### src/rtl/bpp_pkg.sv
`default_nettype none
package bpp_pkg;
    localparam int NUM_BINS  = 64;
    localparam int BIN_W     = $clog2(NUM_BINS);
    localparam int SUM_W     = 28;
    localparam int CNT_W     = 21;
    localparam int MEAN_W    = 16;
    localparam int COORD_W   = 13;
    localparam int OFF_W     = 10;
    localparam int PIX_W     = 8;
    localparam int BIDX_W    = 7;
    localparam int CFG_IDX_W = 2;
    localparam int NUM_W     = SUM_W + 8;
    localparam int DIV_STEPS = NUM_W;
    localparam int DIV_CNT_W = $clog2(DIV_STEPS + 1);
    localparam logic [SUM_W-1:0] SUM_MAX = {SUM_W{1'b1}};
    localparam logic [CNT_W-1:0] CNT_MAX = {CNT_W{1'b1}};

    typedef enum logic [CFG_IDX_W-1:0] {
        REG_ORIGIN_ROW = 2'd0,
        REG_ORIGIN_COL = 2'd1,
        REG_IMAGE_ROWS = 2'd2,
        REG_IMAGE_COLS = 2'd3
    } cfg_reg_t;

    typedef enum logic [2:0] {
        ST_ACCUM,
        ST_READ,
        ST_LOAD,
        ST_DIVIDE,
        ST_EMIT,
        ST_INIT
    } ctrl_state_t;

    typedef struct packed {
        logic accept_pixel;
        logic rd_start;
        logic div_load;
        logic div_step;
        logic out_load;
        logic bin_advance;
        logic bin_clear;
    } dp_cmd_t;

    typedef struct packed {
        logic pending;
        logic last_pending;
        logic div_done;
        logic bin_is_last;
    } dp_status_t;
endpackage
`default_nettype wire

### src/rtl/bpp_if.sv
`default_nettype none
interface bpp_pix_if (input wire logic clk);
    logic                       valid;
    logic                       ready;
    logic [bpp_pkg::OFF_W-1:0]  row_offset;
    logic [bpp_pkg::OFF_W-1:0]  col_offset;
    logic [bpp_pkg::PIX_W-1:0]  pixel_value;
    logic signed [bpp_pkg::BIDX_W-1:0] bin_index;
    logic                       last_pixel;
    modport source (output valid, row_offset, col_offset, pixel_value, bin_index, last_pixel,
                    input ready);
    modport sink (input valid, row_offset, col_offset, pixel_value, bin_index, last_pixel,
                  output ready);
endinterface

interface bpp_res_if (input wire logic clk);
    logic                       valid;
    logic                       ready;
    logic [bpp_pkg::BIN_W-1:0]  bin_number;
    logic [bpp_pkg::MEAN_W-1:0] bin_mean;
    logic                       last_bin;
    modport source (output valid, bin_number, bin_mean, last_bin, input ready);
    modport sink (input valid, bin_number, bin_mean, last_bin, output ready);
endinterface

interface bpp_cfg_if (input wire logic clk);
    logic                          valid;
    logic                          ready;
    logic [bpp_pkg::CFG_IDX_W-1:0] index;
    logic [bpp_pkg::COORD_W-1:0]   data;
    modport source (output valid, index, data, input ready);
    modport sink (input valid, index, data, output ready);
endinterface
`default_nettype wire

### src/rtl/bpp_ctrl.sv
`default_nettype none
module bpp_ctrl (
    input  wire logic                clk,
    input  wire logic                rst_n,
    input  wire bpp_pkg::dp_status_t status,
    input  wire logic                out_ready,
    output bpp_pkg::dp_cmd_t         cmd,
    output logic                     pix_ready,
    output logic                     out_valid
);
    import bpp_pkg::*;

    ctrl_state_t state_reg, state_next;

    always_ff @(posedge clk or negedge rst_n)
    begin
        if (!rst_n)
            state_reg <= ST_INIT;
        else
            state_reg <= state_next;
    end

    always_comb
    begin
        state_next = state_reg;
        cmd        = '0;
        pix_ready  = 1'b0;
        out_valid  = 1'b0;
        case (state_reg)
            ST_INIT:
            begin
                // zero one bin per cycle after reset
                cmd.bin_clear = 1'b1;
                if (status.bin_is_last)
                    state_next = ST_ACCUM;
                else
                    cmd.bin_advance = 1'b1;
            end
            ST_ACCUM:
            begin
                // the pending pixel write finishes before emission starts
                if (status.last_pending)
                    state_next = ST_READ;
                else
                    pix_ready = 1'b1;
                cmd.accept_pixel = 1'b1;
            end
            ST_READ:
            begin
                cmd.rd_start = 1'b1;
                state_next   = ST_LOAD;
            end
            ST_LOAD:
            begin
                cmd.div_load = 1'b1;
                state_next   = ST_DIVIDE;
            end
            ST_DIVIDE:
            begin
                if (status.div_done)
                begin
                    cmd.out_load = 1'b1;
                    state_next   = ST_EMIT;
                end
                else
                    cmd.div_step = 1'b1;
            end
            ST_EMIT:
            begin
                out_valid = 1'b1;
                if (out_ready)
                begin
                    cmd.bin_clear = 1'b1;
                    if (status.bin_is_last)
                        state_next = ST_ACCUM;
                    else
                    begin
                        cmd.bin_advance = 1'b1;
                        state_next      = ST_READ;
                    end
                end
            end
            default: state_next = ST_ACCUM;
        endcase
    end

`ifndef NO_ASSERTIONS
    a_ready_only_accum: assert property (@(posedge clk) disable iff (!rst_n)
        pix_ready |-> state_reg == ST_ACCUM)
        else $error("pixel ready outside accumulate");
    a_emit_after_div: assert property (@(posedge clk) disable iff (!rst_n)
        (state_reg == ST_EMIT && $past(state_reg) != ST_EMIT) |-> $past(status.div_done))
        else $error("emit without finished divide");
    a_no_valid_accum: assert property (@(posedge clk) disable iff (!rst_n)
        out_valid |-> !pix_ready)
        else $error("result and pixel at once");
`endif
endmodule
`default_nettype wire

### src/rtl/bpp_datapath.sv
`default_nettype none
module bpp_datapath (
    input  wire logic                          clk,
    input  wire logic                          rst_n,
    input  wire bpp_pkg::dp_cmd_t              cmd,
    output bpp_pkg::dp_status_t                status,
    input  wire logic                          pix_fire,
    input  wire logic [bpp_pkg::OFF_W-1:0]     row_offset,
    input  wire logic [bpp_pkg::OFF_W-1:0]     col_offset,
    input  wire logic [bpp_pkg::PIX_W-1:0]     pixel_value,
    input  wire logic [bpp_pkg::BIDX_W-1:0]    bin_index,
    input  wire logic                          last_pixel,
    input  wire logic                          cfg_fire,
    input  wire logic [bpp_pkg::CFG_IDX_W-1:0] cfg_index,
    input  wire logic [bpp_pkg::COORD_W-1:0]   cfg_data,
    output logic [bpp_pkg::BIN_W-1:0]          bin_number,
    output logic [bpp_pkg::MEAN_W-1:0]         bin_mean,
    output logic                               last_bin
);
    import bpp_pkg::*;

    logic [COORD_W-1:0] org_row_reg, org_col_reg, img_rows_reg, img_cols_reg;

    always_ff @(posedge clk or negedge rst_n)
    begin
        if (!rst_n)
        begin
            org_row_reg  <= '0;
            org_col_reg  <= '0;
            img_rows_reg <= COORD_W'(4096);
            img_cols_reg <= COORD_W'(4096);
        end
        else if (cfg_fire)
        begin
            case (cfg_reg_t'(cfg_index))
                REG_ORIGIN_ROW: org_row_reg  <= cfg_data;
                REG_ORIGIN_COL: org_col_reg  <= cfg_data;
                REG_IMAGE_ROWS: img_rows_reg <= cfg_data;
                REG_IMAGE_COLS: img_cols_reg <= cfg_data;
                default: ;
            endcase
        end
    end

    // stage 1: position test and bin check, registered
    logic signed [COORD_W+1:0] row_pos, col_pos;
    logic in_image, bin_ok;
    logic [BIN_W-1:0] in_bin;
    assign row_pos = (COORD_W+2)'(signed'(org_row_reg)) + signed'((COORD_W+2)'(row_offset));
    assign col_pos = (COORD_W+2)'(signed'(org_col_reg)) + signed'((COORD_W+2)'(col_offset));
    assign in_image = !row_pos[COORD_W+1] && !col_pos[COORD_W+1]
                    && (row_pos < signed'((COORD_W+2)'(img_rows_reg)))
                    && (col_pos < signed'((COORD_W+2)'(img_cols_reg)));
    assign bin_ok  = !bin_index[BIDX_W-1] && (BIDX_W'(NUM_BINS) > bin_index);
    assign in_bin  = bin_index[BIN_W-1:0];

    logic             p_valid_reg, p_last_reg, p_inside_reg;
    logic [BIN_W-1:0] p_bin_reg;
    logic [PIX_W-1:0] p_pix_reg;

    always_ff @(posedge clk or negedge rst_n)
    begin
        if (!rst_n)
        begin
            p_valid_reg <= 1'b0;
            p_last_reg  <= 1'b0;
        end
        else if (cmd.accept_pixel)
        begin
            p_valid_reg <= pix_fire && bin_ok;
            p_last_reg  <= pix_fire && last_pixel;
        end
    end

    always_ff @(posedge clk)
    begin
        if (pix_fire)
        begin
            p_inside_reg <= in_image;
            p_bin_reg    <= in_bin;
            p_pix_reg    <= pixel_value;
        end
    end

    // bin stores: registered read at the incoming bin, forwarded from the write
    // one stage ahead when both hit the same bin
    logic [SUM_W-1:0] sums_mem   [NUM_BINS];
    logic [CNT_W-1:0] counts_mem [NUM_BINS];
    logic [BIN_W-1:0] emit_bin_reg;
    logic [SUM_W-1:0] cur_sum_reg, new_sum, rd_sum_reg;
    logic [CNT_W-1:0] cur_cnt_reg, new_cnt, rd_cnt_reg;
    logic [SUM_W:0]   sum_add;
    logic             commit;

    assign commit  = p_valid_reg && cmd.accept_pixel;
    assign sum_add = {1'b0, cur_sum_reg} + (SUM_W+1)'(p_pix_reg);
    assign new_cnt = (cur_cnt_reg != CNT_MAX) ? cur_cnt_reg + CNT_W'(1) : cur_cnt_reg;
    assign new_sum = !p_inside_reg ? cur_sum_reg
                   : (sum_add[SUM_W] ? SUM_MAX : sum_add[SUM_W-1:0]);

    always_ff @(posedge clk)
    begin
        if (cmd.bin_clear)
        begin
            sums_mem[emit_bin_reg]   <= '0;
            counts_mem[emit_bin_reg] <= '0;
        end
        else if (commit)
        begin
            sums_mem[p_bin_reg]   <= new_sum;
            counts_mem[p_bin_reg] <= new_cnt;
        end
        if (pix_fire)
        begin
            if (commit && p_bin_reg == in_bin)
            begin
                cur_sum_reg <= new_sum;
                cur_cnt_reg <= new_cnt;
            end
            else
            begin
                cur_sum_reg <= sums_mem[in_bin];
                cur_cnt_reg <= counts_mem[in_bin];
            end
        end
        if (cmd.rd_start)
        begin
            rd_sum_reg <= sums_mem[emit_bin_reg];
            rd_cnt_reg <= counts_mem[emit_bin_reg];
        end
    end

    always_ff @(posedge clk or negedge rst_n)
    begin
        if (!rst_n)
            emit_bin_reg <= '0;
        else if (cmd.bin_advance)
            emit_bin_reg <= emit_bin_reg + BIN_W'(1);
        else if (cmd.bin_clear)
            emit_bin_reg <= '0;
    end

    // restoring divider, one quotient bit a cycle
    logic [NUM_W-1:0]     quo_reg;
    logic [CNT_W:0]       rem_reg;
    logic [DIV_CNT_W-1:0] step_reg;
    logic [CNT_W:0]       rem_shift, rem_sub;

    assign rem_shift = {rem_reg[CNT_W-1:0], quo_reg[NUM_W-1]};
    assign rem_sub   = rem_shift - {1'b0, rd_cnt_reg};

    always_ff @(posedge clk)
    begin
        if (cmd.div_load)
        begin
            quo_reg  <= {rd_sum_reg, 8'd0};
            rem_reg  <= '0;
            step_reg <= '0;
        end
        else if (cmd.div_step)
        begin
            if (!rem_sub[CNT_W])
            begin
                rem_reg <= rem_sub;
                quo_reg <= {quo_reg[NUM_W-2:0], 1'b1};
            end
            else
            begin
                rem_reg <= rem_shift;
                quo_reg <= {quo_reg[NUM_W-2:0], 1'b0};
            end
            step_reg <= step_reg + DIV_CNT_W'(1);
        end
        if (cmd.out_load)
        begin
            bin_number <= emit_bin_reg;
            last_bin   <= (emit_bin_reg == BIN_W'(NUM_BINS - 1));
            if (rd_cnt_reg == '0)
                bin_mean <= '0;
            else if (quo_reg[NUM_W-1:MEAN_W] != '0)
                bin_mean <= {MEAN_W{1'b1}};
            else
                bin_mean <= quo_reg[MEAN_W-1:0];
        end
    end

    assign status.pending      = p_valid_reg;
    assign status.last_pending = p_last_reg;
    assign status.div_done     = (step_reg == DIV_CNT_W'(DIV_STEPS));
    assign status.bin_is_last  = (emit_bin_reg == BIN_W'(NUM_BINS - 1));

`ifndef NO_ASSERTIONS
    a_step_bound: assert property (@(posedge clk) disable iff (!rst_n)
        cmd.div_step |-> step_reg < DIV_CNT_W'(DIV_STEPS))
        else $error("divider ran past its steps");
    a_clear_wraps: assert property (@(posedge clk) disable iff (!rst_n)
        (cmd.bin_clear && !cmd.bin_advance) |=> emit_bin_reg == '0)
        else $error("emit bin not rewound");
    a_no_pixel_in_emit: assert property (@(posedge clk) disable iff (!rst_n)
        cmd.bin_clear |-> !cmd.accept_pixel)
        else $error("pixel update during emission");
`endif
endmodule
`default_nettype wire

### src/rtl/binned_projection_profile.sv
`default_nettype none
// binned projection profile: bins box pixels into per-bin gray sums and counts,
// then reports one mean per bin after the pixel marked last
// pix channel: one box pixel per request, row/col offset, gray value, bin index
// cfg channel: register index and data, writes box origin and image size
// res channel: one request per bin, bin_number 0 upward, mean in 8.8, last_bin
// on the final bin
// pixels are taken one per cycle while accumulating; the store update is one
// register stage behind the accepted request, with forwarding between neighbors
// after the last pixel the block stops taking pixels, commits the pending write
// and then emits 64 results; each bin runs read, load, 36 divide steps, an
// output load and an emit step; pixels are taken again once the final result
// has been taken
// a stalled receiver holds the result and the sequencer waits; the bin is
// cleared when its result is taken
// reset sets origin 0 and image size 4096 by 4096, then a pass over all 64 bins
// zeroes the bin stores while pix ready stays low
module binned_projection_profile (
    input  wire logic clk,
    input  wire logic rst_n,
    bpp_pix_if.sink   pix,
    bpp_cfg_if.sink   cfg,
    bpp_res_if.source res
);
    import bpp_pkg::*;

    dp_cmd_t    cmd;
    dp_status_t status;
    logic       pix_ready;

    // config is always accepted
    assign cfg.ready = 1'b1;
    assign pix.ready = pix_ready;

    bpp_ctrl u_ctrl (
        .clk       (clk),
        .rst_n     (rst_n),
        .status    (status),
        .out_ready (res.ready),
        .cmd       (cmd),
        .pix_ready (pix_ready),
        .out_valid (res.valid)
    );

    bpp_datapath u_dp (
        .clk         (clk),
        .rst_n       (rst_n),
        .cmd         (cmd),
        .status      (status),
        .pix_fire    (pix.valid && pix_ready),
        .row_offset  (pix.row_offset),
        .col_offset  (pix.col_offset),
        .pixel_value (pix.pixel_value),
        .bin_index   (pix.bin_index),
        .last_pixel  (pix.last_pixel),
        .cfg_fire    (cfg.valid),
        .cfg_index   (cfg.index),
        .cfg_data    (cfg.data),
        .bin_number  (res.bin_number),
        .bin_mean    (res.bin_mean),
        .last_bin    (res.last_bin)
    );

`ifndef NO_ASSERTIONS
    a_res_hold: assert property (@(posedge clk) disable iff (!rst_n)
        (res.valid && !res.ready) |=> res.valid && $stable(res.bin_number))
        else $error("result dropped while stalled");
    a_last_closes: assert property (@(posedge clk) disable iff (!rst_n)
        (res.valid && res.ready && res.last_bin) |=> !res.valid)
        else $error("results after final bin");
    a_no_overlap: assert property (@(posedge clk) disable iff (!rst_n)
        res.valid |-> !pix.ready)
        else $error("pixel taken during emission");
`endif
endmodule
`default_nettype wire
### src/flat_wrapper.sv
// flat-port wrapper written by rule: the top's interface ports become plain ports
module binned_projection_profile_flat import bpp_pkg::*;
  (clk, rst_n, pix_valid, pix_row_offset, pix_col_offset, pix_pixel_value, pix_bin_index, pix_last_pixel, pix_ready, cfg_valid, cfg_index, cfg_data, cfg_ready, res_valid, res_bin_number, res_bin_mean, res_last_bin, res_ready);
  bpp_pix_if pix_i (.clk(clk));
  bpp_cfg_if cfg_i (.clk(clk));
  bpp_res_if res_i (.clk(clk));
  input  wire logic clk;
  input  wire logic rst_n;
  input wire logic [$bits(pix_i.valid)-1:0] pix_valid;
  input wire logic [$bits(pix_i.row_offset)-1:0] pix_row_offset;
  input wire logic [$bits(pix_i.col_offset)-1:0] pix_col_offset;
  input wire logic [$bits(pix_i.pixel_value)-1:0] pix_pixel_value;
  input wire logic [$bits(pix_i.bin_index)-1:0] pix_bin_index;
  input wire logic [$bits(pix_i.last_pixel)-1:0] pix_last_pixel;
  output wire logic [$bits(pix_i.ready)-1:0] pix_ready;
  input wire logic [$bits(cfg_i.valid)-1:0] cfg_valid;
  input wire logic [$bits(cfg_i.index)-1:0] cfg_index;
  input wire logic [$bits(cfg_i.data)-1:0] cfg_data;
  output wire logic [$bits(cfg_i.ready)-1:0] cfg_ready;
  output wire logic [$bits(res_i.valid)-1:0] res_valid;
  output wire logic [$bits(res_i.bin_number)-1:0] res_bin_number;
  output wire logic [$bits(res_i.bin_mean)-1:0] res_bin_mean;
  output wire logic [$bits(res_i.last_bin)-1:0] res_last_bin;
  input wire logic [$bits(res_i.ready)-1:0] res_ready;
  assign pix_i.valid = pix_valid;
  assign pix_i.row_offset = pix_row_offset;
  assign pix_i.col_offset = pix_col_offset;
  assign pix_i.pixel_value = pix_pixel_value;
  assign pix_i.bin_index = pix_bin_index;
  assign pix_i.last_pixel = pix_last_pixel;
  assign pix_ready = pix_i.ready;
  assign cfg_i.valid = cfg_valid;
  assign cfg_i.index = cfg_index;
  assign cfg_i.data = cfg_data;
  assign cfg_ready = cfg_i.ready;
  assign res_valid = res_i.valid;
  assign res_bin_number = res_i.bin_number;
  assign res_bin_mean = res_i.bin_mean;
  assign res_last_bin = res_i.last_bin;
  assign res_i.ready = res_ready;
  binned_projection_profile u_core (.clk(clk), .rst_n(rst_n), .pix(pix_i), .cfg(cfg_i), .res(res_i));
endmodule
### config.mk
export PLATFORM = sky130hd
export DESIGN_NAME = binned_projection_profile_flat
export DESIGN_NICKNAME = d
export VERILOG_FILES = /design/src/rtl/bpp_pkg.sv /design/src/rtl/bpp_if.sv /design/src/rtl/bpp_ctrl.sv /design/src/rtl/bpp_datapath.sv /design/src/rtl/binned_projection_profile.sv /design/src/flat_wrapper.sv
export SDC_FILE = /design/constraint.sdc
export NUM_CORES = 2
export LEC_CHECK = 0
export BUFFER_PORTS_ARGS = -buffer_cell sky130_fd_sc_hd__buf_4
export CORE_UTILIZATION = 45
export DETAILED_ROUTE_END_ITERATION = 16
export PLACE_DENSITY_LB_ADDON = 0.2
export SETUP_SLACK_MARGIN = 0.1
export SYNTH_ARGS = -nofsm -noshare
export SYNTH_HDL_FRONTEND = slang
export SYNTH_SLANG_ARGS = --single-unit
### constraint.sdc
create_clock -name clk -period 5.2 [get_ports clk]
set_input_delay 0.78 -clock clk [delete_from_list [all_inputs] [get_ports clk]]
set_output_delay 0.78 -clock clk [all_outputs]
set_load 0.02 [all_outputs]
### Yosys cells after proc, flatten, opt, wreduce, memory -nomap -nowiden

Memories as Yosys holds them, arrays and structs flattened. A register that Yosys moved wholly into a read port is not among the register bits.
Index checks and enable logic that the tools add are counted.

* add/sub/neg operators: 7
* $mul: 0
* div/mod/pow operators: 0
* magnitude comparators: 3
* equal/unequal tests: 15
* shift operators: 0
* muxes and demuxes: 39
* bitwise operators: 0
* reduce and logical (&&, ||, !) cells: 24

Operators with widths (number)
* $mux W28: 3
* $mux W36: 2
* $mux W21: 3
* $add A28 B8 Y29: 1
* $add A13 B11 Y14: 2
* $lt A14 B14 Y1: 2
* $reduce_or A28 Y1: 1
* $mux W6: 4
* $sub A22 B21 Y22: 1
* $add A21 B1 Y21 const B: 1
* $logic_not A21 Y1: 1
* $ne A21 B21 Y1 const B: 1
* $reduce_or A21 Y1: 1
* $reduce_bool A20 Y1: 1
* $mux W1: 18
* $pmux W3 S6: 1
* $mux W16: 1
* $add A6 B1 Y6 const B: 2
* $eq A6 B6 Y1 const B: 2
* $mux W3: 4
* $logic_and A1 B1 Y1: 8
* $reduce_and A2 Y1: 4
* $gt A7 B7 Y1 const A: 1
* $eq A3 B2 Y1 const B: 2
* 13 further kinds: 21

* register bits after elaboration: 164
* bits in latches: 0
* memory bits (writable): 3136
* ROM bits: 0
* bits of input ports: 56
* output and inout port bits: 26
* word-level logic and storage cells: 108
* memories: 2

Memories
* u_core.u_dp.sums_mem: words 64, bits a word 28, read ports 2, clocked after Yosys merged registers in 2, write ports 1, RTL line bpp_datapath.sv:87 `logic [SUM_W-1:0] sums_mem [NUM_BINS];`
* u_core.u_dp.counts_mem: words 64, bits a word 21, read ports 2, clocked after Yosys merged registers in 2, write ports 1, RTL line bpp_datapath.sv:88 `logic [CNT_W-1:0] counts_mem [NUM_BINS];`

### Depth between registers and ports, before layout

* depth in word-level cells: 8
* gate-level depth with buffers: 17
* mapped depth without buffers: 17

### Cells and area by module

Synthesis repeated with hierarchy kept, for this count alone.

* cells, all modules: 7160
* area, all modules: 157378.4 sq um

By module, submodules not included
* bpp_datapath: instances 1, cells an instance 7131, area an instance 157148.2 sq um, seq. area each 101299.7 sq um
* bpp_ctrl: instances 1, cells an instance 26, area an instance 212.7 sq um, seq. area each 77.6 sq um
* binned_projection_profile: instances 1, cells an instance 3, area an instance 17.5 sq um, seq. area each 0.0 sq um

### Worst setup path after synthesis

No wires, ideal clock.

* path type: flip-flop to flip-flop
* start: register u_core.u_dp.cur_sum_reg[0], read port of u_core.u_dp.sums_mem
* end: memory u_core.u_dp.sums_mem[0][26] (data pin)
* setup time: 0.777 ns
* data arrival time: 4.985 ns
* data required time: 4.423 ns
* setup slack: -0.562 ns
* cell stages (with the launch flop): 12
* path buffers: 0
* clock period less this slack: 5.762 ns
* path through: edfxtp_1 ha_1 inv_1 fa_1 nor2b_1 o21ai_0 a21oi_1 o21ai_0 a21o_1 nor4_1 a31oi_1 a311oi_1

* word-level cells in the longest chain between the ends: 4

Ends and longest elaborated chain
* start: declaration: RTL line bpp_datapath.sv:90 `logic [SUM_W-1:0] cur_sum_reg, new_sum, rd_sum_reg;`
* $add A28 B8 Y29: RTL line bpp_datapath.sv:96 `assign sum_add = {1'b0, cur_sum_reg} + (SUM_W+1)'(p_pix_reg);`
* $mux W28: RTL line bpp_datapath.sv:99 `: (sum_add[SUM_W] ? SUM_MAX : sum_add[SUM_W-1:0]);`
* $mux W28: RTL line bpp_datapath.sv:98 `assign new_sum = !p_inside_reg ? cur_sum_reg`
* $mux W28 (no source line)
* end: declaration: RTL line bpp_datapath.sv:87

No other way between the ends.

### Final worst setup path

* start: register u_core.u_ctrl.state_reg[0]
* end: memory u_core.u_dp.sums_mem[5][23], enable pin

* word-level cells in the longest chain between the ends: 8
* elaborated cells between the ends (all ways): 14
* those cells by class: 2 x eq/ne; 9 x mux; 3 x reduce/logical

Ends and longest elaborated chain
* start: declaration: RTL line bpp_ctrl.sv:13 `ctrl_state_t state_reg, state_next;`
* start signal: assignment: RTL line bpp_ctrl.sv:20 `state_reg <= state_next;`
* $logic_not A3 Y1: RTL line bpp_ctrl.sv:29 `case (state_reg)`
* $mux W1: RTL line bpp_ctrl.sv:29
* $logic_and A1 B1 Y1: RTL line bpp_datapath.sv:95 `assign commit = p_valid_reg && cmd.accept_pixel;`
* $mux W1: RTL line bpp_datapath.sv:108 `else if (commit)`
* $mux W1: RTL line bpp_datapath.sv:103 `if (cmd.bin_clear)`
* $mux W1 (not written as such): RTL line bpp_datapath.sv:110 `sums_mem[p_bin_reg] <= new_sum;`
* $reduce_or A28 Y1 (no source line)
* $mux W6 (no source line) or $mux W1 (tied branches)

Parallel ways exist; a longest one is shown, timed or not.

==> impl_metrics.yaml <==
clock_tree:
  clockBufferDepth: 4
  ctsResizeCount: 0
  cts-root-buf: "clkbuf_16"
  cts_tree: "yes"
  numCtsBuffers: 359
  htreeDepth: 5
  cts.clk_slew.worst_paths_ps: 60
  clk_latency_ps: 980
  cts.sinks: 3398
placement:
  dp_hpwl_um: 299000
  gp_congestion: 0.848
  place_ws_ps: 881
  port_buffers: 80
logic_synthesis:
  syn_inst: 7802
  synth_seq_cells: 3398
  avgSynthCellArea_um2: 20.2
  ys_warn_count: 0
  async_flop_share: 0.0185
  synth.net_count: 7939
  syn-cell-area_um2: 158000
  ys_seq_area_frac: 0.643
  synth_edf_count: 3300
  synth_flop_cell: "edfxtp_1"
  synth.distinct_cells: 72
finish:
  fin_nets: 8231
  final_common_cell: "edfxtp_1"
  syn2layout_area_growth_pct: 13.6
  final_cell_mix: "edfxtp_1, mux4_2, clkbuf_16, buf_4, mux2i_1"
  fill_cells: 27300
  finish.utilization: 0.513
  drive_gt1_frac: 0.358
  largest_register_ffs: 1792
sta:
  worstMarginPinSlew_ps: 1370
  min_period_ps: 4530
  setup_ws_ps: 672
  fin_crit_sh: 0.871
  max_freq_mhz: 221
  rsz0062_at_grt: "false"
  setup_violations: 0
  drv_slew: 0
  fin_skew_ps: 79.0
  hold_viol_final: 0
  max-slew-margin-rel: 0.0870
worst_setup_path:
  worstSetupStartpointType: "register"
  worst_setup_path_end_kind: "register"
  crit_arrival_ps: 5160
  cp_max_fo: 26
  path_class: "reg -> reg"
  required_ps: 5830
floorplanning:
  ios: 82
  initial_core_util: 0.452
  fp.dieH_um: 594
  fp-row-count: 217
  core_area_um2: 349000
  fp.dieW_um: 594
  die-area_um2: 353000
route:
  drcViolationCount: 0
  ant_nets: 0
  detail_route.wl_per_cell_um: 42.2
  first_pass_iters: 6
  drtIter0Drc: 15200
  viasPerCell: 7.18
  drt_wl_total_um: 548000
  num_vias: 93300
power_and_ir_drop:
  irDropWorstVdd_mv: 0.254
  pwr_density_cell_nw_per_um2: 370
  power.leakage_nw: 60.3
grt:
  grt_use_total: 0.308
  first_global_vias: 91900
  grt_overflow: 0
  antenna_found_initial: 31
  grt_pass1_wl_um: 752000
  grt_max_degree: 115
min_path:
  hold_path.class: "in -> reg"
outcome:
  status: "complete, no violations"
flow_run:
  maxCapViolations: 0
==> critical path, cell delays in order, from the launching register on <==
cell	delay (ps)
dfstp_2	440
nor3_1	750
and2_2	470
buf_4	470
a31o_2	240
nand2_1	380
nor2_4	1040
buf_4	360
==> layout make-up <==
| cell class | instances | area [um2] | share of cell area |
|---|---|---|---|
| diodes | 10 | 25.0 | 0.000140 |
| clock buffers | 439 | 9500 | 0.0530 |
| clock inverters | 213 | 1960 | 0.0109 |
| inverters | 75 | 302 | 0.00168 |
| multi-input cells | 3751 | 54500 | 0.304 |
| flip-flops and latches | 3398 | 101000 | 0.566 |
| well taps | 4599 | 5750 | 0.0321 |
| repair buffers | 509 | 5680 | 0.0317 |
==> what timing repair did <==
item                      in CTS  in global routing
setup buffers                  0                  0
hold buffers                   6                  0
hold endpoints to repair      55                  0
==> worst paths after layout <==
path,from,to,slack (ps),cells past startpoint
worst min-delay path,pix_pixel_value[7],u_core.u_dp.p_pix_reg[7],70,1
worst max-delay path,u_core.u_ctrl.state_reg[0],u_core.u_dp.sums_mem[5][23],670,7
worst max register to register,u_core.u_ctrl.state_reg[0],u_core.u_dp.sums_mem[5][23],670,7
min in group asynchronous,rst_n,u_core.u_dp.p_valid_reg,490,2
worst min register to register,u_core.u_dp.quo_reg[3],u_core.u_dp.quo_reg[4],460,2
max in group asynchronous,rst_n,u_core.u_dp.emit_bin_reg[5],3960,2
==> per-stage QoR <==
step | hold slack (ps) | instance area [um2] | setup TNS [ps] | instances | total power, mW
floorplan | 423 | 158000 | -73040 | 7802 | 38.2
global placement | 446 | 168000 | 0 | 12300 | 41.2
detailed placement | 449 | 168000 | 0 | 12300 | 41.3
CTS | 9.59 | 179000 | 0 | 13000 | 66.5
global route | 46.3 | 179000 | 0 | 13000 | 68.1
finish | 73.5 | 179000 | 0 | 13000 | 66.3
==> synth_stat cells, types with 8 or more instances <==
master    instances  share of area
dfrtp_1          59         0.0094
a22o_1           29         0.0016
mux4_2         1724           0.25
a31oi_1          16        0.00063
nor2_1          171         0.0041
o21a_1           29         0.0014
o21ai_0         163         0.0052
buf_2           152         0.0048
nand2_1         124         0.0030
mux2_2          121         0.0086
dfxtp_1          35         0.0044
or3_1            11        0.00044
a211oi_1         52         0.0025
inv_1            73         0.0017
nor4_1           12        0.00048
nor3_1           32         0.0010
o221ai_1        154         0.0086
o22ai_1         132         0.0052
a21o_1           27         0.0013
clkbuf_1        297         0.0071
a21oi_1         212         0.0067
nand4_1          15        0.00059
buf_1            79         0.0019
o311ai_0          9        0.00050
xnor2_1          41         0.0023
o31ai_1           9        0.00043
and3_1           12        0.00048
xor2_1           34         0.0019
nand2b_1         14        0.00056
ha_1             77         0.0061
o21ai_1          13        0.00041
mux2i_1         333          0.021
nor2b_1          10        0.00040
nand3_1          81         0.0026
buf_4            44         0.0021
and4_1            8        0.00044
and2_1           14        0.00056
edfxtp_1       3300           0.63
==> power by group <==
group          total (mW)  switching, mW  internal [mW]
logic                10.2           5.48           4.71
registers            30.6          0.446           30.1
clock network        25.5           11.2           14.4
==> cell families after synthesis <==
group | Yosys count | share of synthesized area
compound gates | 893 | 0.0371
xor+xnor | 75 | 0.00416
fa+ha+maj | 81 | 0.00662
buf+inv | 653 | 0.0181
flops | 3398 | 0.643
mux | 2178 | 0.276
other cells | 1 | 0.0000238
simple gates | 523 | 0.0154
==> metal layers <==
metal / vias to the layer above / track usage / part of all wire
met2: 6707 / 0.481 / 0.47
met4: 6 / 0.126 / 0.048
met5: - / 0 / 0.000082
li1: 34700 / - / -
met3: 1226 / 0.0679 / 0.12
met1: 50700 / 0.422 / 0.37
Power figures use the tool's default switching activity.
